--- src/hw/rtl/psch_pkg.sv ---
// ----------------------------------------------------------------------------
// psch_pkg
// Types and constants shared by the priority scheduler modules.
// ----------------------------------------------------------------------------
package psch_pkg;

    localparam int TIME_W = 24;
    localparam logic [TIME_W-1:0] TIME_MAX = {TIME_W{1'b1}};

    localparam logic KIND_LOAD = 1'b0;
    localparam logic KIND_RUN  = 1'b1;

    typedef struct packed {
        logic        kind;
        logic [15:0] arrival;
        logic [15:0] burst;
        logic [7:0]  priority_req;
    } cmd_t;

    typedef struct packed {
        logic [3:0]        job_index;
        logic [TIME_W-1:0] start_time;
        logic [TIME_W-1:0] finish_time;
        logic [TIME_W-1:0] turnaround;
        logic [TIME_W-1:0] waiting;
        logic              idle_before;
        logic              saturated;
        logic              table_empty;
        logic              last;
    } res_t;

    typedef struct packed {
        logic [15:0] arrival;
        logic [15:0] burst;
        logic [7:0]  prio;
    } entry_t;

endpackage

--- src/hw/rtl/psch_ram.sv ---
// ----------------------------------------------------------------------------
// psch_ram
// Simple dual-port RAM, one write port and one registered read port.
// ----------------------------------------------------------------------------
module psch_ram #(
    parameter int WIDTH = 40,
    parameter int DEPTH = 16
) (
    input  logic                     clk,
    input  logic                     we,
    input  logic [$clog2(DEPTH)-1:0] waddr,
    input  logic [WIDTH-1:0]         wdata,
    input  logic [$clog2(DEPTH)-1:0] raddr,
    output logic [WIDTH-1:0]         rdata
);

    logic [WIDTH-1:0] mem [DEPTH];

    always_ff @(posedge clk)
    begin
        if (we)
        begin
            mem[waddr] <= wdata;
        end
        rdata <= mem[raddr];
    end

endmodule

--- src/hw/rtl/psch_pick.sv ---
// ----------------------------------------------------------------------------
// psch_pick
// Running selection over one table scan: best arrived job and best job of
// the earliest pending arrival.
// ----------------------------------------------------------------------------
module psch_pick #(
    parameter int MAX_JOBS = 16
) (
    input  logic                        clk,
    input  logic                        rst_n,
    input  logic                        clear,
    input  logic                        eval,
    input  logic [$clog2(MAX_JOBS)-1:0] idx,
    input  psch_pkg::entry_t            ent,
    input  logic                        served,
    input  logic [psch_pkg::TIME_W-1:0] now,
    output logic [$clog2(MAX_JOBS)-1:0] sel_idx,
    output psch_pkg::entry_t            sel_ent,
    output logic                        sel_idle
);
    import psch_pkg::*;

    localparam int AW = $clog2(MAX_JOBS);

    logic          arr_found_reg;
    logic          arr_found_next;
    logic [AW-1:0] arr_idx_reg;
    logic [AW-1:0] arr_idx_next;
    entry_t        arr_ent_reg;
    entry_t        arr_ent_next;
    logic          ear_found_reg;
    logic          ear_found_next;
    logic [AW-1:0] ear_idx_reg;
    logic [AW-1:0] ear_idx_next;
    entry_t        ear_ent_reg;
    entry_t        ear_ent_next;

    logic eligible;
    logic arrived;
    logic take_arr;
    logic take_ear;

    assign eligible = eval && !served;
    assign arrived  = {{(TIME_W-16){1'b0}}, ent.arrival} <= now;

    assign take_arr = eligible && arrived &&
                      (!arr_found_reg || (ent.prio < arr_ent_reg.prio) ||
                       ((ent.prio == arr_ent_reg.prio) &&
                        (ent.arrival < arr_ent_reg.arrival)));

    assign take_ear = eligible &&
                      (!ear_found_reg || (ent.arrival < ear_ent_reg.arrival) ||
                       ((ent.arrival == ear_ent_reg.arrival) &&
                        (ent.prio < ear_ent_reg.prio)));

    always_comb
    begin
        arr_found_next = arr_found_reg;
        arr_idx_next   = arr_idx_reg;
        arr_ent_next   = arr_ent_reg;
        ear_found_next = ear_found_reg;
        ear_idx_next   = ear_idx_reg;
        ear_ent_next   = ear_ent_reg;
        if (clear)
        begin
            arr_found_next = 1'b0;
            ear_found_next = 1'b0;
        end
        else
        begin
            if (take_arr)
            begin
                arr_found_next = 1'b1;
                arr_idx_next   = idx;
                arr_ent_next   = ent;
            end
            if (take_ear)
            begin
                ear_found_next = 1'b1;
                ear_idx_next   = idx;
                ear_ent_next   = ent;
            end
        end
    end

    always_ff @(posedge clk or negedge rst_n)
    begin
        if (!rst_n)
        begin
            arr_found_reg <= 1'b0;
            ear_found_reg <= 1'b0;
        end
        else
        begin
            arr_found_reg <= arr_found_next;
            ear_found_reg <= ear_found_next;
        end
    end

    always_ff @(posedge clk)
    begin
        arr_idx_reg <= arr_idx_next;
        arr_ent_reg <= arr_ent_next;
        ear_idx_reg <= ear_idx_next;
        ear_ent_reg <= ear_ent_next;
    end

    assign sel_idle = !arr_found_reg;
    assign sel_idx  = arr_found_reg ? arr_idx_reg : ear_idx_reg;
    assign sel_ent  = arr_found_reg ? arr_ent_reg : ear_ent_reg;

endmodule

--- src/hw/rtl/nonpreemptive_priority_scheduler.sv ---
// ----------------------------------------------------------------------------
// nonpreemptive_priority_scheduler
// Non-preemptive priority scheduler over a RAM-held job table.
// ----------------------------------------------------------------------------
// A load item stores a job in the next free table slot; loads beyond
// MAX_JOBS are dropped. A run item with n stored jobs produces n result
// items, each after one full scan of the table through the RAM read port
// followed by the ST_FIN, ST_TURN and ST_PUSH states, which compute finish,
// turnaround and waiting time and hand the result to the output register.
// A run on an empty table gives one empty result. The table is cleared
// when the last result of a run is handed to the output register.
// ----------------------------------------------------------------------------
module nonpreemptive_priority_scheduler #(
    parameter int MAX_JOBS = 16
) (
    input  logic            clk,
    input  logic            rst_n,
    input  logic            cmd_valid,
    output logic            cmd_ready,
    input  psch_pkg::cmd_t  cmd,
    output logic            res_valid,
    input  logic            res_ready,
    output psch_pkg::res_t  res
);
    import psch_pkg::*;

    localparam int AW = $clog2(MAX_JOBS);
    localparam int CW = $clog2(MAX_JOBS + 1);
    localparam int EW = $bits(entry_t);

    localparam logic [2:0] ST_IDLE  = 3'd0;
    localparam logic [2:0] ST_SCAN  = 3'd1;
    localparam logic [2:0] ST_FIN   = 3'd2;
    localparam logic [2:0] ST_TURN  = 3'd3;
    localparam logic [2:0] ST_PUSH  = 3'd4;
    localparam logic [2:0] ST_EMPTY = 3'd5;

    logic [2:0]          state_reg;
    logic [2:0]          state_next;
    logic [CW-1:0]       count_reg;
    logic [CW-1:0]       count_next;
    logic [CW-1:0]       cnt_reg;
    logic [CW-1:0]       cnt_next;
    logic [CW-1:0]       k_reg;
    logic [CW-1:0]       k_next;
    logic [MAX_JOBS-1:0] served_reg;
    logic [MAX_JOBS-1:0] served_next;
    logic [TIME_W-1:0]   time_reg;
    logic [TIME_W-1:0]   time_next;
    logic                res_valid_reg;
    logic                res_valid_next;
    res_t                res_reg;
    res_t                res_next;
    logic [TIME_W-1:0]   start_reg;
    logic [TIME_W-1:0]   start_next;
    logic [TIME_W-1:0]   finish_reg;
    logic [TIME_W-1:0]   finish_next;
    logic [TIME_W-1:0]   turn_reg;
    logic [TIME_W-1:0]   turn_next;
    logic                sat_reg;
    logic                sat_next;

    logic              ram_we;
    logic [EW-1:0]     ram_rdata;
    entry_t            wr_ent;
    entry_t            rd_ent;
    logic [CW-1:0]     cnt_dec;
    logic [AW-1:0]     rd_idx;
    logic              pick_clear;
    logic              pick_eval;
    logic [AW-1:0]     sel_idx;
    entry_t            sel_ent;
    logic              sel_idle;
    logic [TIME_W-1:0] pick_start;
    logic [TIME_W:0]   sum;
    logic [TIME_W-1:0] burst_ext;
    logic [TIME_W-1:0] wait_val;
    logic              out_free;
    logic              is_last;

    assign wr_ent     = '{arrival: cmd.arrival, burst: cmd.burst, prio: cmd.priority_req};
    assign rd_ent     = entry_t'(ram_rdata);
    assign cnt_dec    = cnt_reg - CW'(1);
    assign rd_idx     = cnt_dec[AW-1:0];
    assign pick_clear = (state_reg == ST_SCAN) && (cnt_reg == '0);
    assign pick_eval  = (state_reg == ST_SCAN) && (cnt_reg != '0);

    psch_ram #(
        .WIDTH (EW),
        .DEPTH (MAX_JOBS)
    ) u_table (
        .clk   (clk),
        .we    (ram_we),
        .waddr (count_reg[AW-1:0]),
        .wdata (wr_ent),
        .raddr (cnt_reg[AW-1:0]),
        .rdata (ram_rdata)
    );

    psch_pick #(
        .MAX_JOBS (MAX_JOBS)
    ) u_pick (
        .clk      (clk),
        .rst_n    (rst_n),
        .clear    (pick_clear),
        .eval     (pick_eval),
        .idx      (rd_idx),
        .ent      (rd_ent),
        .served   (served_reg[rd_idx]),
        .now      (time_reg),
        .sel_idx  (sel_idx),
        .sel_ent  (sel_ent),
        .sel_idle (sel_idle)
    );

    assign burst_ext  = {{(TIME_W-16){1'b0}}, sel_ent.burst};
    assign pick_start = sel_idle ? {{(TIME_W-16){1'b0}}, sel_ent.arrival} : time_reg;
    assign sum        = {1'b0, pick_start} + {1'b0, burst_ext};
    assign wait_val   = (turn_reg >= burst_ext) ? (turn_reg - burst_ext) : '0;
    assign out_free   = !res_valid_reg || res_ready;
    assign is_last    = (k_reg + CW'(1)) == count_reg;

    always_comb
    begin
        state_next     = state_reg;
        count_next     = count_reg;
        cnt_next       = cnt_reg;
        k_next         = k_reg;
        served_next    = served_reg;
        time_next      = time_reg;
        res_valid_next = res_valid_reg;
        res_next       = res_reg;
        start_next     = start_reg;
        finish_next    = finish_reg;
        turn_next      = turn_reg;
        sat_next       = sat_reg;
        ram_we         = 1'b0;

        if (res_valid_reg && res_ready)
        begin
            res_valid_next = 1'b0;
        end

        unique case (state_reg)
            ST_IDLE:
            begin
                if (cmd_valid)
                begin
                    if (cmd.kind == KIND_LOAD)
                    begin
                        if (count_reg < CW'(MAX_JOBS))
                        begin
                            ram_we     = 1'b1;
                            count_next = count_reg + CW'(1);
                        end
                    end
                    else if (count_reg == '0)
                    begin
                        state_next = ST_EMPTY;
                    end
                    else
                    begin
                        state_next  = ST_SCAN;
                        cnt_next    = '0;
                        k_next      = '0;
                        time_next   = '0;
                        served_next = '0;
                    end
                end
            end
            ST_SCAN:
            begin
                if (cnt_reg == count_reg)
                begin
                    state_next = ST_FIN;
                end
                else
                begin
                    cnt_next = cnt_reg + CW'(1);
                end
            end
            ST_FIN:
            begin
                start_next  = pick_start;
                sat_next    = sum[TIME_W];
                finish_next = sum[TIME_W] ? TIME_MAX : sum[TIME_W-1:0];
                state_next  = ST_TURN;
            end
            ST_TURN:
            begin
                turn_next  = finish_reg - {{(TIME_W-16){1'b0}}, sel_ent.arrival};
                state_next = ST_PUSH;
            end
            ST_PUSH:
            begin
                if (out_free)
                begin
                    res_valid_next       = 1'b1;
                    res_next.job_index   = 4'(sel_idx);
                    res_next.start_time  = start_reg;
                    res_next.finish_time = finish_reg;
                    res_next.turnaround  = turn_reg;
                    res_next.waiting     = wait_val;
                    res_next.idle_before = sel_idle;
                    res_next.saturated   = sat_reg;
                    res_next.table_empty = 1'b0;
                    res_next.last        = is_last;
                    served_next[sel_idx] = 1'b1;
                    time_next            = finish_reg;
                    if (is_last)
                    begin
                        state_next  = ST_IDLE;
                        count_next  = '0;
                        served_next = '0;
                        time_next   = '0;
                    end
                    else
                    begin
                        state_next = ST_SCAN;
                        k_next     = k_reg + CW'(1);
                        cnt_next   = '0;
                    end
                end
            end
            ST_EMPTY:
            begin
                if (out_free)
                begin
                    res_valid_next       = 1'b1;
                    res_next             = '0;
                    res_next.table_empty = 1'b1;
                    res_next.last        = 1'b1;
                    state_next           = ST_IDLE;
                end
            end
            default:
            begin
                state_next = ST_IDLE;
            end
        endcase
    end

    always_ff @(posedge clk or negedge rst_n)
    begin
        if (!rst_n)
        begin
            state_reg     <= ST_IDLE;
            count_reg     <= '0;
            cnt_reg       <= '0;
            k_reg         <= '0;
            served_reg    <= '0;
            time_reg      <= '0;
            res_valid_reg <= 1'b0;
        end
        else
        begin
            state_reg     <= state_next;
            count_reg     <= count_next;
            cnt_reg       <= cnt_next;
            k_reg         <= k_next;
            served_reg    <= served_next;
            time_reg      <= time_next;
            res_valid_reg <= res_valid_next;
        end
    end

    always_ff @(posedge clk)
    begin
        res_reg    <= res_next;
        start_reg  <= start_next;
        finish_reg <= finish_next;
        turn_reg   <= turn_next;
        sat_reg    <= sat_next;
    end

    assign cmd_ready = (state_reg == ST_IDLE);
    assign res_valid = res_valid_reg;
    assign res       = res_reg;

    a_count_bound: assert property (@(posedge clk) disable iff (!rst_n)
        count_reg <= CW'(MAX_JOBS))
        else $error("job count exceeds table size");

    a_pick_unserved: assert property (@(posedge clk) disable iff (!rst_n)
        (state_reg == ST_PUSH) |-> !served_reg[sel_idx])
        else $error("selected job already served");

    a_finish_order: assert property (@(posedge clk) disable iff (!rst_n)
        (state_reg == ST_PUSH) |-> (finish_reg >= start_reg))
        else $error("finish time before start time");

    a_clear_after_run: assert property (@(posedge clk) disable iff (!rst_n)
        (state_reg == ST_PUSH && out_free && is_last)
        |=> (count_reg == '0 && served_reg == '0 && state_reg == ST_IDLE))
        else $error("table not cleared after run");

    a_result_source: assert property (@(posedge clk) disable iff (!rst_n)
        $rose(res_valid_reg)
        |-> ($past(state_reg) == ST_PUSH || $past(state_reg) == ST_EMPTY))
        else $error("result raised outside result states");

endmodule

--- config.mk ---
export PLATFORM = sky130hd
export DESIGN_NAME = nonpreemptive_priority_scheduler
export DESIGN_NICKNAME = d
export VERILOG_FILES = /design/src/hw/rtl/psch_pkg.sv /design/src/hw/rtl/psch_ram.sv /design/src/hw/rtl/psch_pick.sv /design/src/hw/rtl/nonpreemptive_priority_scheduler.sv
export SDC_FILE = /design/constraint.sdc
export NUM_CORES = 1
export LEC_CHECK = 0
export ABC_AREA = 1
export BUFFER_PORTS_ARGS = -buffer_cell sky130_fd_sc_hd__buf_2
export CORE_MARGIN = 4
export CORE_UTILIZATION = 45
export CTS_BUF_LIST = sky130_fd_sc_hd__clkbuf_4 sky130_fd_sc_hd__clkbuf_8
export DETAILED_ROUTE_END_ITERATION = 7
export PLACE_DENSITY_LB_ADDON = 0.3
export SYNTH_ARGS = -nofsm -noshare
export SYNTH_HDL_FRONTEND = slang
export SYNTH_SLANG_ARGS = --single-unit
export TNS_END_PERCENT = 50
--- constraint.sdc ---
create_clock -name clk -period 8.5 [get_ports clk]
set_input_delay 0.85 -clock clk [delete_from_list [all_inputs] [get_ports clk]]
set_output_delay 0.85 -clock clk [all_outputs]
set_load 0.03 [all_outputs]
; Word level (Yosys, flattened, before mapping)
; Memory sizes are Yosys's and may differ from the RTL's. A register that Yosys moved wholly into a read port is not among the register bits.
; Index checks and enable logic that the tools add are counted.
[totals]
register_bits = 326
mem_bits_rw = 640
inputBits = 45
wordCells = 167
n_memories = 1
[mem_list]
columns = name, depth, word_bits, rd, rd_ports_with_merged_regs, write_ports, line
row1 = u_table.mem, 16, 40, 1, 1, 1, psch_ram.sv:17  ; logic [WIDTH-1:0] mem [DEPTH];
[op_classes]
addsub = 7
magnitude_cmp = 10
n_eq_ne = 20
muxes = 60
bitwise = 2
n_reduce_logical = 37
[ops]
columns = op, count
row1 = two-way mux 104 bit, 2
row2 = case mux 104 bit (2 select lines), 1
row3 = two-way mux 24 bit, 7
row4 = two-way mux 16 bit, 5
row5 = two-way mux 5 bit, 13
row6 = case mux 24 bit (2 select lines), 1
row7 = subtractor 24 x 16 -> 24 bit, 2
row8 = two-way mux 40 bit, 1
row9 = less-than comparator 16 bit, 2
row10 = case mux 16 bit (2 select lines), 1
row11 = adder 24 x 16 -> 25 bit, 1
row12 = >= comparator 24 x 16 -> 1 bit, 1
row13 = <= comparator 16 x 24 -> 1 bit, 1
row14 = case mux 5 bit (2 select lines), 2
row15 = two-way mux 3 bit, 6
row16 = case mux 3 bit (6 select lines), 1
row17 = equality test 16 bit, 1
row18 = less-than comparator 8 bit, 2
row19 = two-way mux 1 bit, 16
row20 = != test 2 bit (second input constant), 8
row21 = bitwise OR 16 bit, 1
row22 = adder 5 x 1 -> 5 bit (second input constant), 3
row23 = case mux 5 bit (3 select lines), 1
row24 = AND reduction 6 bit, 2
row25 = other kinds (27), 55

; Logic depth before layout (Yosys ltp)
; Gate-level depths: netlist of run 1.
[logic_depth]
word_depth = 9
mapped_depth = 19
mapped_depth_nobuf = 16

; By module
; From an unflattened synthesis of run 1, not the netlist that was laid out.
[unflattened]
cells_unflattened = 4751
hier_area_um2 = 46659.8
[modules_own_cells]
columns = module, n_inst, cells_per_inst, area_per_inst_um2
row1 = psch_ram, 1, 2643, 28290.9
row2 = nonpreemptive_priority_scheduler, 1, 1598, 13427.9
row3 = psch_pick, 1, 510, 4941.0

; Worst setup path after synthesis of run 1
; No wires, ideal clock.
[synth_path]
path_kind = register to register
start = register state_reg[0]
end = register res_reg, in the netlist res[0], enable pin
arrival_time_ns = 5.354
path_slack_ns = 2.576
stages_incl_launch_ff = 8
path_buffers = 0
synth_period_minus_slack_ns = 5.924
path_cell_list = dfrtp_1 > inv_2 > nand2_2 > nor2_4 > inv_1 > nand2_1 > inv_1 > nor2_1
[synth_between]
elab_chain_len = 3
word_cells_on_any_way = 6
classes_between = 4 x eq/ne / 2 x reduce/logical
[synth_rtl]
columns = element, line
row1 = "start, declared", nonpreemptive_priority_scheduler.sv:38  ; logic [2:0] state_reg;
row2 = "start signal, assigned", nonpreemptive_priority_scheduler.sv:257  ; state_reg <= state_next;
row3 = equality test 3 bit, nonpreemptive_priority_scheduler.sv:144  ; unique case (state_reg)
row4 = != test 2 bit (no source line) or nonzero test 2 bit (tied branches), --
row5 = AND reduction 3 bit (no source line) (*), --
row6 = "end signal, assigned", nonpreemptive_priority_scheduler.sv:269  ; res_reg <= res_next;
row7 = "end, declared", nonpreemptive_priority_scheduler.sv:52  ; res_t res_reg;
; Every way passes the cells marked *; elsewhere a longest branch is shown, timed or not.
; A chain may end at the register's enable or synchronous reset.

; Worst setup path in the final report of run 1
[layout_path]
start = register cnt_reg[1]
end = register u_pick.arr_ent_reg[10] in the netlist's numbering, enable pin
[layout_between]
elab_chain_len = 8
word_cells_on_any_way = 13
classes_between = 1 x add/sub / 2 x mux / 1 x bitwise / 9 x reduce/logical
[layout_rtl]
columns = element, line
row1 = "start, declared", nonpreemptive_priority_scheduler.sv:42  ; logic [CW-1:0] cnt_reg;
row2 = "start signal, assigned", nonpreemptive_priority_scheduler.sv:259  ; cnt_reg <= cnt_next;
row3 = subtractor 4 x 1 -> 4 bit, nonpreemptive_priority_scheduler.sv:83  ; assign cnt_dec = cnt_reg - CW'(1);
row4 = named net cnt_dec[1], nonpreemptive_priority_scheduler.sv:67  ; logic [CW-1:0] cnt_dec;
row5 = binary-select mux 1 bit (select 4 bit), nonpreemptive_priority_scheduler.sv:109  ; .served (served_reg[rd_idx]),
row6 = two-way mux 1 bit (implied by the code), nonpreemptive_priority_scheduler.sv:109
row7 = logical NOT 1 bit, psch_pick.sv:43  ; assign eligible = eval && !served;
row8 = logical AND 1 bit, psch_pick.sv:43
row9 = logical AND 1 bit (2 in a row), psch_pick.sv:46  ; assign take_arr = eligible && arrived &&
row10 = AND reduction 2 bit (no source line), --
row11 = "end signal, assigned", psch_pick.sv:103  ; arr_ent_reg <= arr_ent_next;
row12 = "end, declared", psch_pick.sv:29  ; entry_t arr_ent_reg;
; The timed path passes the listed nets, and every way through them passes these cells. The select of a mux whose other input is x is not followed.

==> results of run 1 <==
-- critical path: stages (launching register included) --
cell	delay [ns]
dfrtp_4	0.69
inv_4	0.81
ha_1	0.44
inv_1	0.18
a21oi_1	0.07
o21ai_0	0.13
nand2_1	0.07
nor2_1	0.10
nor2_1	0.06
nor2_2	0.10
nand2_1	0.11
a21oi_4	0.42
buf_4	0.46
-- metal layers --
| layer | up-vias | share of wire |
|---|---|---|
| met2 | 1061 | 0.47 |
| met3 | 227 | 0.072 |
| met5 | - | 0.00043 |
| li1 | 13890 | - |
| met4 | 8 | 0.031 |
| met1 | 14080 | 0.42 |
-- metrics by stage --
| stage | power (mW) | std cells |
|---|---|---|
| floorplan | 10.18 | 3808 |
| global placement | 11.64 | 5090 |
| detailed placement | 11.71 | 5090 |
| CTS | 16.05 | 5394 |
| global route | 16.94 | 5395 |
| finish | 15.93 | 5401 |
-- layout make-up --
cell class / instances / area, µm² / share of cell area
clock inverters: 63 / 480.5 / 0.009794
repair buffers: 189 / 1056 / 0.02153
flip-flops and latches: 1006 / 29510 / 0.6017
multi-input cells: 2295 / 12200 / 0.2487
well taps: 1265 / 1583 / 0.03227
inverters: 335 / 1267 / 0.02584
clock buffers: 241 / 2935 / 0.05984
diodes: 7 / 17.52 / 0.0003571
-- how the worst min path moves through the flow --
stage	startpoint	to	depth (start not counted)
3_5_place_dp	u_table.rdata[13]$_DFF_P_	u_pick.ear_ent_reg[13]$_DFFE_PP_	0
6_report	rst_n	res_valid$_DFF_PN0_	2
4_1_cts	res_ready	res_valid$_DFF_PN0_	2
5_1_grt	res_ready	res_valid$_DFF_PN0_	2
2_1_floorplan	u_table.rdata[10]$_DFF_P_	u_pick.arr_ent_reg[10]$_DFFE_PP_	0
3_3_place_gp	u_table.rdata[16]$_DFF_P_	u_pick.arr_ent_reg[16]$_DFFE_PP_	0
-- cells by family (layout without fill, tap and decap cells) --
group                    count (synthesis)  in the layout  share of synthesized area
AO/OA/AOI/OAI                          777            777                     0.1017
adder cells (fa/ha/maj)                121            121                    0.03524
flip-flops                            1006           1006                     0.6766
AND/OR/NAND/NOR                       1355           1355                     0.1302
XOR/XNOR                                42             42                   0.008608
buffers and inverters                  507            828                    0.04763
other                                    0              7                          0
-- report_power, final --
part	internal, mW	switching [mW]
clock	2.36	1.96
sequential	6.21	0.416
combinational	1.48	3.50
-- cells in the final DEF (no fill, tap or decap), types with 4 or more instances in the layout --
| cell type | netlist | routed |
|---|---|---|
| o21bai_1 | 20 | 20 |
| nand4_1 | 67 | 67 |
| o211ai_1 | 22 | 22 |
| nand3b_1 | 4 | 4 |
| o21ai_1 | 14 | 14 |
| dfrtp_1 | 61 | 56 |
| edfxtp_1 | 905 | 905 |
| xnor2_1 | 14 | 14 |
| nand2_1 | 538 | 538 |
| nor3_1 | 19 | 17 |
| diode_2 | 0 | 7 |
| o221ai_1 | 59 | 59 |
| or2_2 | 20 | 20 |
| a21o_1 | 9 | 9 |
| nand2_2 | 6 | 6 |
| buf_4 | 13 | 38 |
| clkbuf_8 | 1 | 180 |
| nor3_2 | 2 | 4 |
| xor2_1 | 27 | 27 |
| bufinv_16 | 0 | 4 |
| clkinv_2 | 0 | 15 |
| inv_2 | 7 | 8 |
| inv_1 | 326 | 325 |
| o21ai_0 | 407 | 407 |
| o22ai_1 | 102 | 102 |
| dfxtp_1 | 40 | 40 |
| o21a_1 | 5 | 5 |
| or2_1 | 5 | 5 |
| a21oi_1 | 123 | 123 |
| a22oi_1 | 9 | 9 |
| clkbuf_4 | 0 | 61 |
| clkinv_1 | 2 | 31 |
| buf_2 | 44 | 150 |
| nor2_1 | 505 | 487 |
| ha_1 | 118 | 118 |
| nand3_1 | 174 | 173 |
| nor2_4 | 1 | 20 |
==> impl_metrics.tcl, run 1 <==
set metrics [dict create \
    outcome "finished clean" \
    dpl_cell_area_mm2 0.04562 \
    grtUsageMet1 0.2899 \
    synth_area_mm2 0.04361 \
    drive_gt1_frac 0.1313 \
    ys_seq_area_frac 0.6766 \
    cp-end-kind "flop" \
    fin_nets 4159 \
    tightest_slew_ns 1.027 \
    synth_top_area_share 0.6232 \
    via_per_inst 5.420 \
    busiest_layer "met2" \
    cellPowerDensity_mw_per_mm2 324.7 \
    syn-num-nets 3974 \
    final-max-slew-violation-count 0 \
    maxCapViolCount 0 \
    finalSetupTns_ns 0 \
    power.leakage_nw 18.58 \
    fmax_mhz 246.2 \
    min_period_ns 4.062 \
    yosysWarnings 0 \
    crit_required_ns 8.96 \
    final_cell_area_mm2 0.04905 \
    rsz0062_at_grt "no" \
    vias 29270 \
    critical_path_class "reg2reg" \
    postRouteAntennaNets 0 \
    ys_async_sr_fraction 0.06064 \
    core_mm2 0.09558 \
    crit_fanout 91 \
    grt.overflow.total 0 \
    die_area_mm2 0.1019 \
    synth_area_leaders "edfxtp_1 62%, o21ai_0 4.7%, nand2_1 4.6%" \
    utilization 0.5132 \
    synth_edf_count 905 \
    gp_congestion 0.9146 \
    syn_inst 3808 \
    fillCellCount 8520 \
    hold_buffers 0 \
    hold_slack_ns 0.2226 \
    clkTransAtPathRegs_ns 0.07 \
    synth_ff_type "edfxtp_1" \
    grt_pass1_wl_um 171300 \
    synth_cell_types 50 \
    hp-class "in2async" \
    setup_viol 0 \
    die_w_um 319.3 \
    hpwl_um 65550 \
    timing.slew.headroom 0.3152 \
    initial_core_util 0.4562 \
    use_met2 0.3554 \
    pin_count 151 \
    synth_top_area_cell "edfxtp_1" \
    ir_worst_vdd_v 0.0001963 \
    fin_ws_ns 4.438 \
    grt_max_degree 232 \
    ys_top_cells_by_count "905 x edfxtp_1, 538 x nand2_1, 505 x nor2_1, 407 x o21ai_0, 326 x inv_1" \
    ctsResizeCount 0 \
    cp-endpoint "u_pick.arr_ent_reg[10]$_DFFE_PP_" \
    first_pass_iters 6 \
    portBuffers 150 \
    htree_levels 4 \
    rows 113 \
    syn_to_final_growth_pct 12.50 \
    reg2reg_from "cnt_reg[1]$_DFFE_PN0P_" \
    crit_arrival_ns 4.52 \
    cts_buffers 166 \
    crit_path_start_kind "flop" \
    largest_reg_flops 640 \
    routed_wirelength_um 112400 \
    ys_seq_elements 1006 \
    hold_viol 0 \
    cts_setup_buffers 0 \
    grt_pass1_vias 28690 \
    wl_per_cell_um 20.81 \
    grtUsageMet3 0.04357 \
    drt_iter0_markers 2816 \
    yosysMostFrequentCell "edfxtp_1" \
    cts_tree "yes" \
    reg2reg_to "u_pick.arr_ent_reg[10]$_DFFE_PP_" \
    clk_latency_ns 0.83 \
    avgSynthCellArea_um2 11.45 \
    cts_max_path_buffers 3 \
    clock_skew_ns 0.03690 \
    cts.sinks 1006 \
    place_ws_ns 4.400 \
    clock-root-buffer "clkbuf_8" \
    antenna_found_initial 11 \
    min_period_over_period 0.4778 \
    drc 0 \
    die_height_um 319.3 \
    startpoint "cnt_reg[1]$_DFFE_PN0P_" \
    rr_worst_depth 12 \
    ff2ff_setup_slack_ns 4.44 \
    gr-usage-all-layers 0.2179 \
]
Power figures use the tool's default switching activity.
==> run 2, diff against run 1 <==
- clock period: 8.5 -> 4.2 ns (I/O delays scaled with it)
==> impl_metrics.tcl, run 2 (same netlist as run 1, synthesis figures left out) <==
set metrics [dict create \
    final-max-slew-violation-count 0 \
    min_period_over_period 0.8520 \
    stdcell_count 5462 \
    cts_max_path_buffers 3 \
    fin_ws_ns 0.6217 \
    rsz0062_at_grt "no" \
    via_per_inst 5.356 \
    critPathMaxStageDelay_ns 0.56 \
    wl_per_cell_um 19.95 \
    final_cell_mix "905 x edfxtp_1, 538 x nand2_1, 487 x nor2_1" \
    maxCapViolCount 0 \
    first_pass_iters 5 \
    timing.slew.headroom 0.3674 \
    core_mm2 0.09558 \
    hpwl_um 69500 \
    tightest_slew_ns 0.9490 \
    total_power_mw 32.04 \
    final_common_cell "edfxtp_1" \
    initial_core_util 0.4562 \
    cts.sinks 1006 \
    fin_nets 4224 \
    place_ws_ns 0.6888 \
    rows 113 \
    cts_setup_buffers 0 \
    grt.overflow.total 0 \
    die_w_um 319.3 \
    crit_arrival_ns 4.14 \
    outcome "finished clean" \
    crit_required_ns 4.76 \
    clkTransAtPathRegs_ns 0.06 \
    grt_pass1_vias 28070 \
    postRouteAntennaNets 0 \
    setup_viol 0 \
    hold_viol 0 \
    crit_buf_inv 3 \
    ctsResizeCount 0 \
    htree_levels 4 \
    power.leakage_nw 18.79 \
    syn_to_final_growth_pct 13.59 \
    drc 0 \
    cts_tree "yes" \
    grt_pass1_wl_um 165500 \
    dpl_cell_area_mm2 0.04587 \
    ir_worst_vdd_v 0.0003456 \
    drt_iter0_markers 2933 \
    cts_buffers 164 \
    die_height_um 319.3 \
    largest_reg_flops 640 \
    drive_gt1_frac 0.1282 \
    clk_latency_ns 0.84 \
    placed_cells 5113 \
    cp-end-kind "flop" \
    crit_slowest_cell "o21ai_0" \
    die_area_mm2 0.1019 \
    path_cells "buf_4, o21ai_0, inv_1, ha_1, nand2_1, inv_1, nand2_1, nor3_1, nand3b_1, nand4_1, nand3_1" \
    crit_path_start_kind "flop" \
    hp-class "in2async" \
    portBuffers 150 \
    crit_fanout 60 \
    cellPowerDensity_mw_per_mm2 646.8 \
    rr_worst_depth 11 \
    final_cell_area_mm2 0.04953 \
    routed_wirelength_um 108900 \
    min_period_ns 3.578 \
    critical_path_class "reg2reg" \
    fillCellCount 8331 \
    fmax_mhz 279.5 \
    grt_max_degree 178 \
    gr-usage-all-layers 0.2095 \
    vias 29250 \
    utilization 0.5182 \
    cp_top_family "simple AND/OR/NAND/NOR gates" \
    crit_cells 11 \
    hold_buffers 44 \
    antenna_found_initial 13 \
    clock-root-buffer "clkbuf_8" \
    gp_congestion 0.9353 \
    clock_skew_ns 0.03851 \
    pin_count 151 \
]
==> run 2: cell types whose count changed in the layout (fill, tap and decap cells not counted), moves of 2 or more <==
cell | previous run | this run
buf_12 | 1 | 7
buf_4 | 38 | 55
clkbuf_4 | 61 | 44
clkbuf_8 | 180 | 169
clkinv_1 | 31 | 51
clkinv_8 | 3 | 1
clkinvlp_4 | 3 | 1
diode_2 | 7 | 9
dlygate4sd3_1 | 0 | 44
inv_12 | 3 | 1
inv_8 | 2 | 6
==> run 2: final timing paths <==
check | end | startpoint | slack [ns]
setup / recovery | finish_reg[17]$_SDFFCE_PP1P_ | u_pick.arr_found_reg$_DFFE_PN0P_ | 0.62
hold / removal | served_reg[0]$_DFFE_PN0P_ | rst_n | 0.14
setup reg to reg | finish_reg[17]$_SDFFCE_PP1P_ | u_pick.arr_found_reg$_DFFE_PN0P_ | 0.62
hold reg to reg | u_pick.ear_ent_reg[22]$_DFFE_PP_ | u_table.rdata[22]$_DFF_P_ | 0.43
max in group asynchronous | u_pick.arr_found_reg$_DFFE_PN0P_ | rst_n | 3.09
min in group clk | count_reg[4]$_DFFE_PN0P_ | cmd_valid | 0.24
==> run 2: through the flow <==
step                setup TNS, ns  hold slack (ns)
floorplan                  -30.97           0.1244
detailed placement              0           0.4185
global route                    0           0.1843
CTS                             0           0.1021
global placement                0           0.4057
finish                          0           0.1381
==> run 2: area by class of cell <==
| class | instances | area [µm²] | share of cell area |
|---|---|---|---|
| Inverter | 335 | 1267 | 0.02559 |
| Tap cell | 1265 | 1583 | 0.03195 |
| Sequential cell | 1006 | 29510 | 0.5959 |
| Clock inverter | 83 | 544.3 | 0.01099 |
| Timing Repair Buffer | 256 | 1744 | 0.03521 |
| Antenna cell | 9 | 22.52 | 0.0004547 |
| Clock buffer | 213 | 2656 | 0.05363 |
| Multi-Input combinational cell | 2295 | 12200 | 0.2463 |
==> run 2: metal layers <==
layer | vias up | GRT usage | share of wire
met5 | - | 0 | 0
met4 | 0 | 0.07985 | 0.030
met3 | 189 | 0.04255 | 0.071
met2 | 1037 | 0.3309 | 0.46
met1 | 13990 | 0.2880 | 0.44
li1 | 14040 | - | -
==> run 2: report_power, final <==
group	switching, mW	internal, mW
Clock	3.89	4.46
Combinational	7.25	3.12
Sequential	0.755	12.6
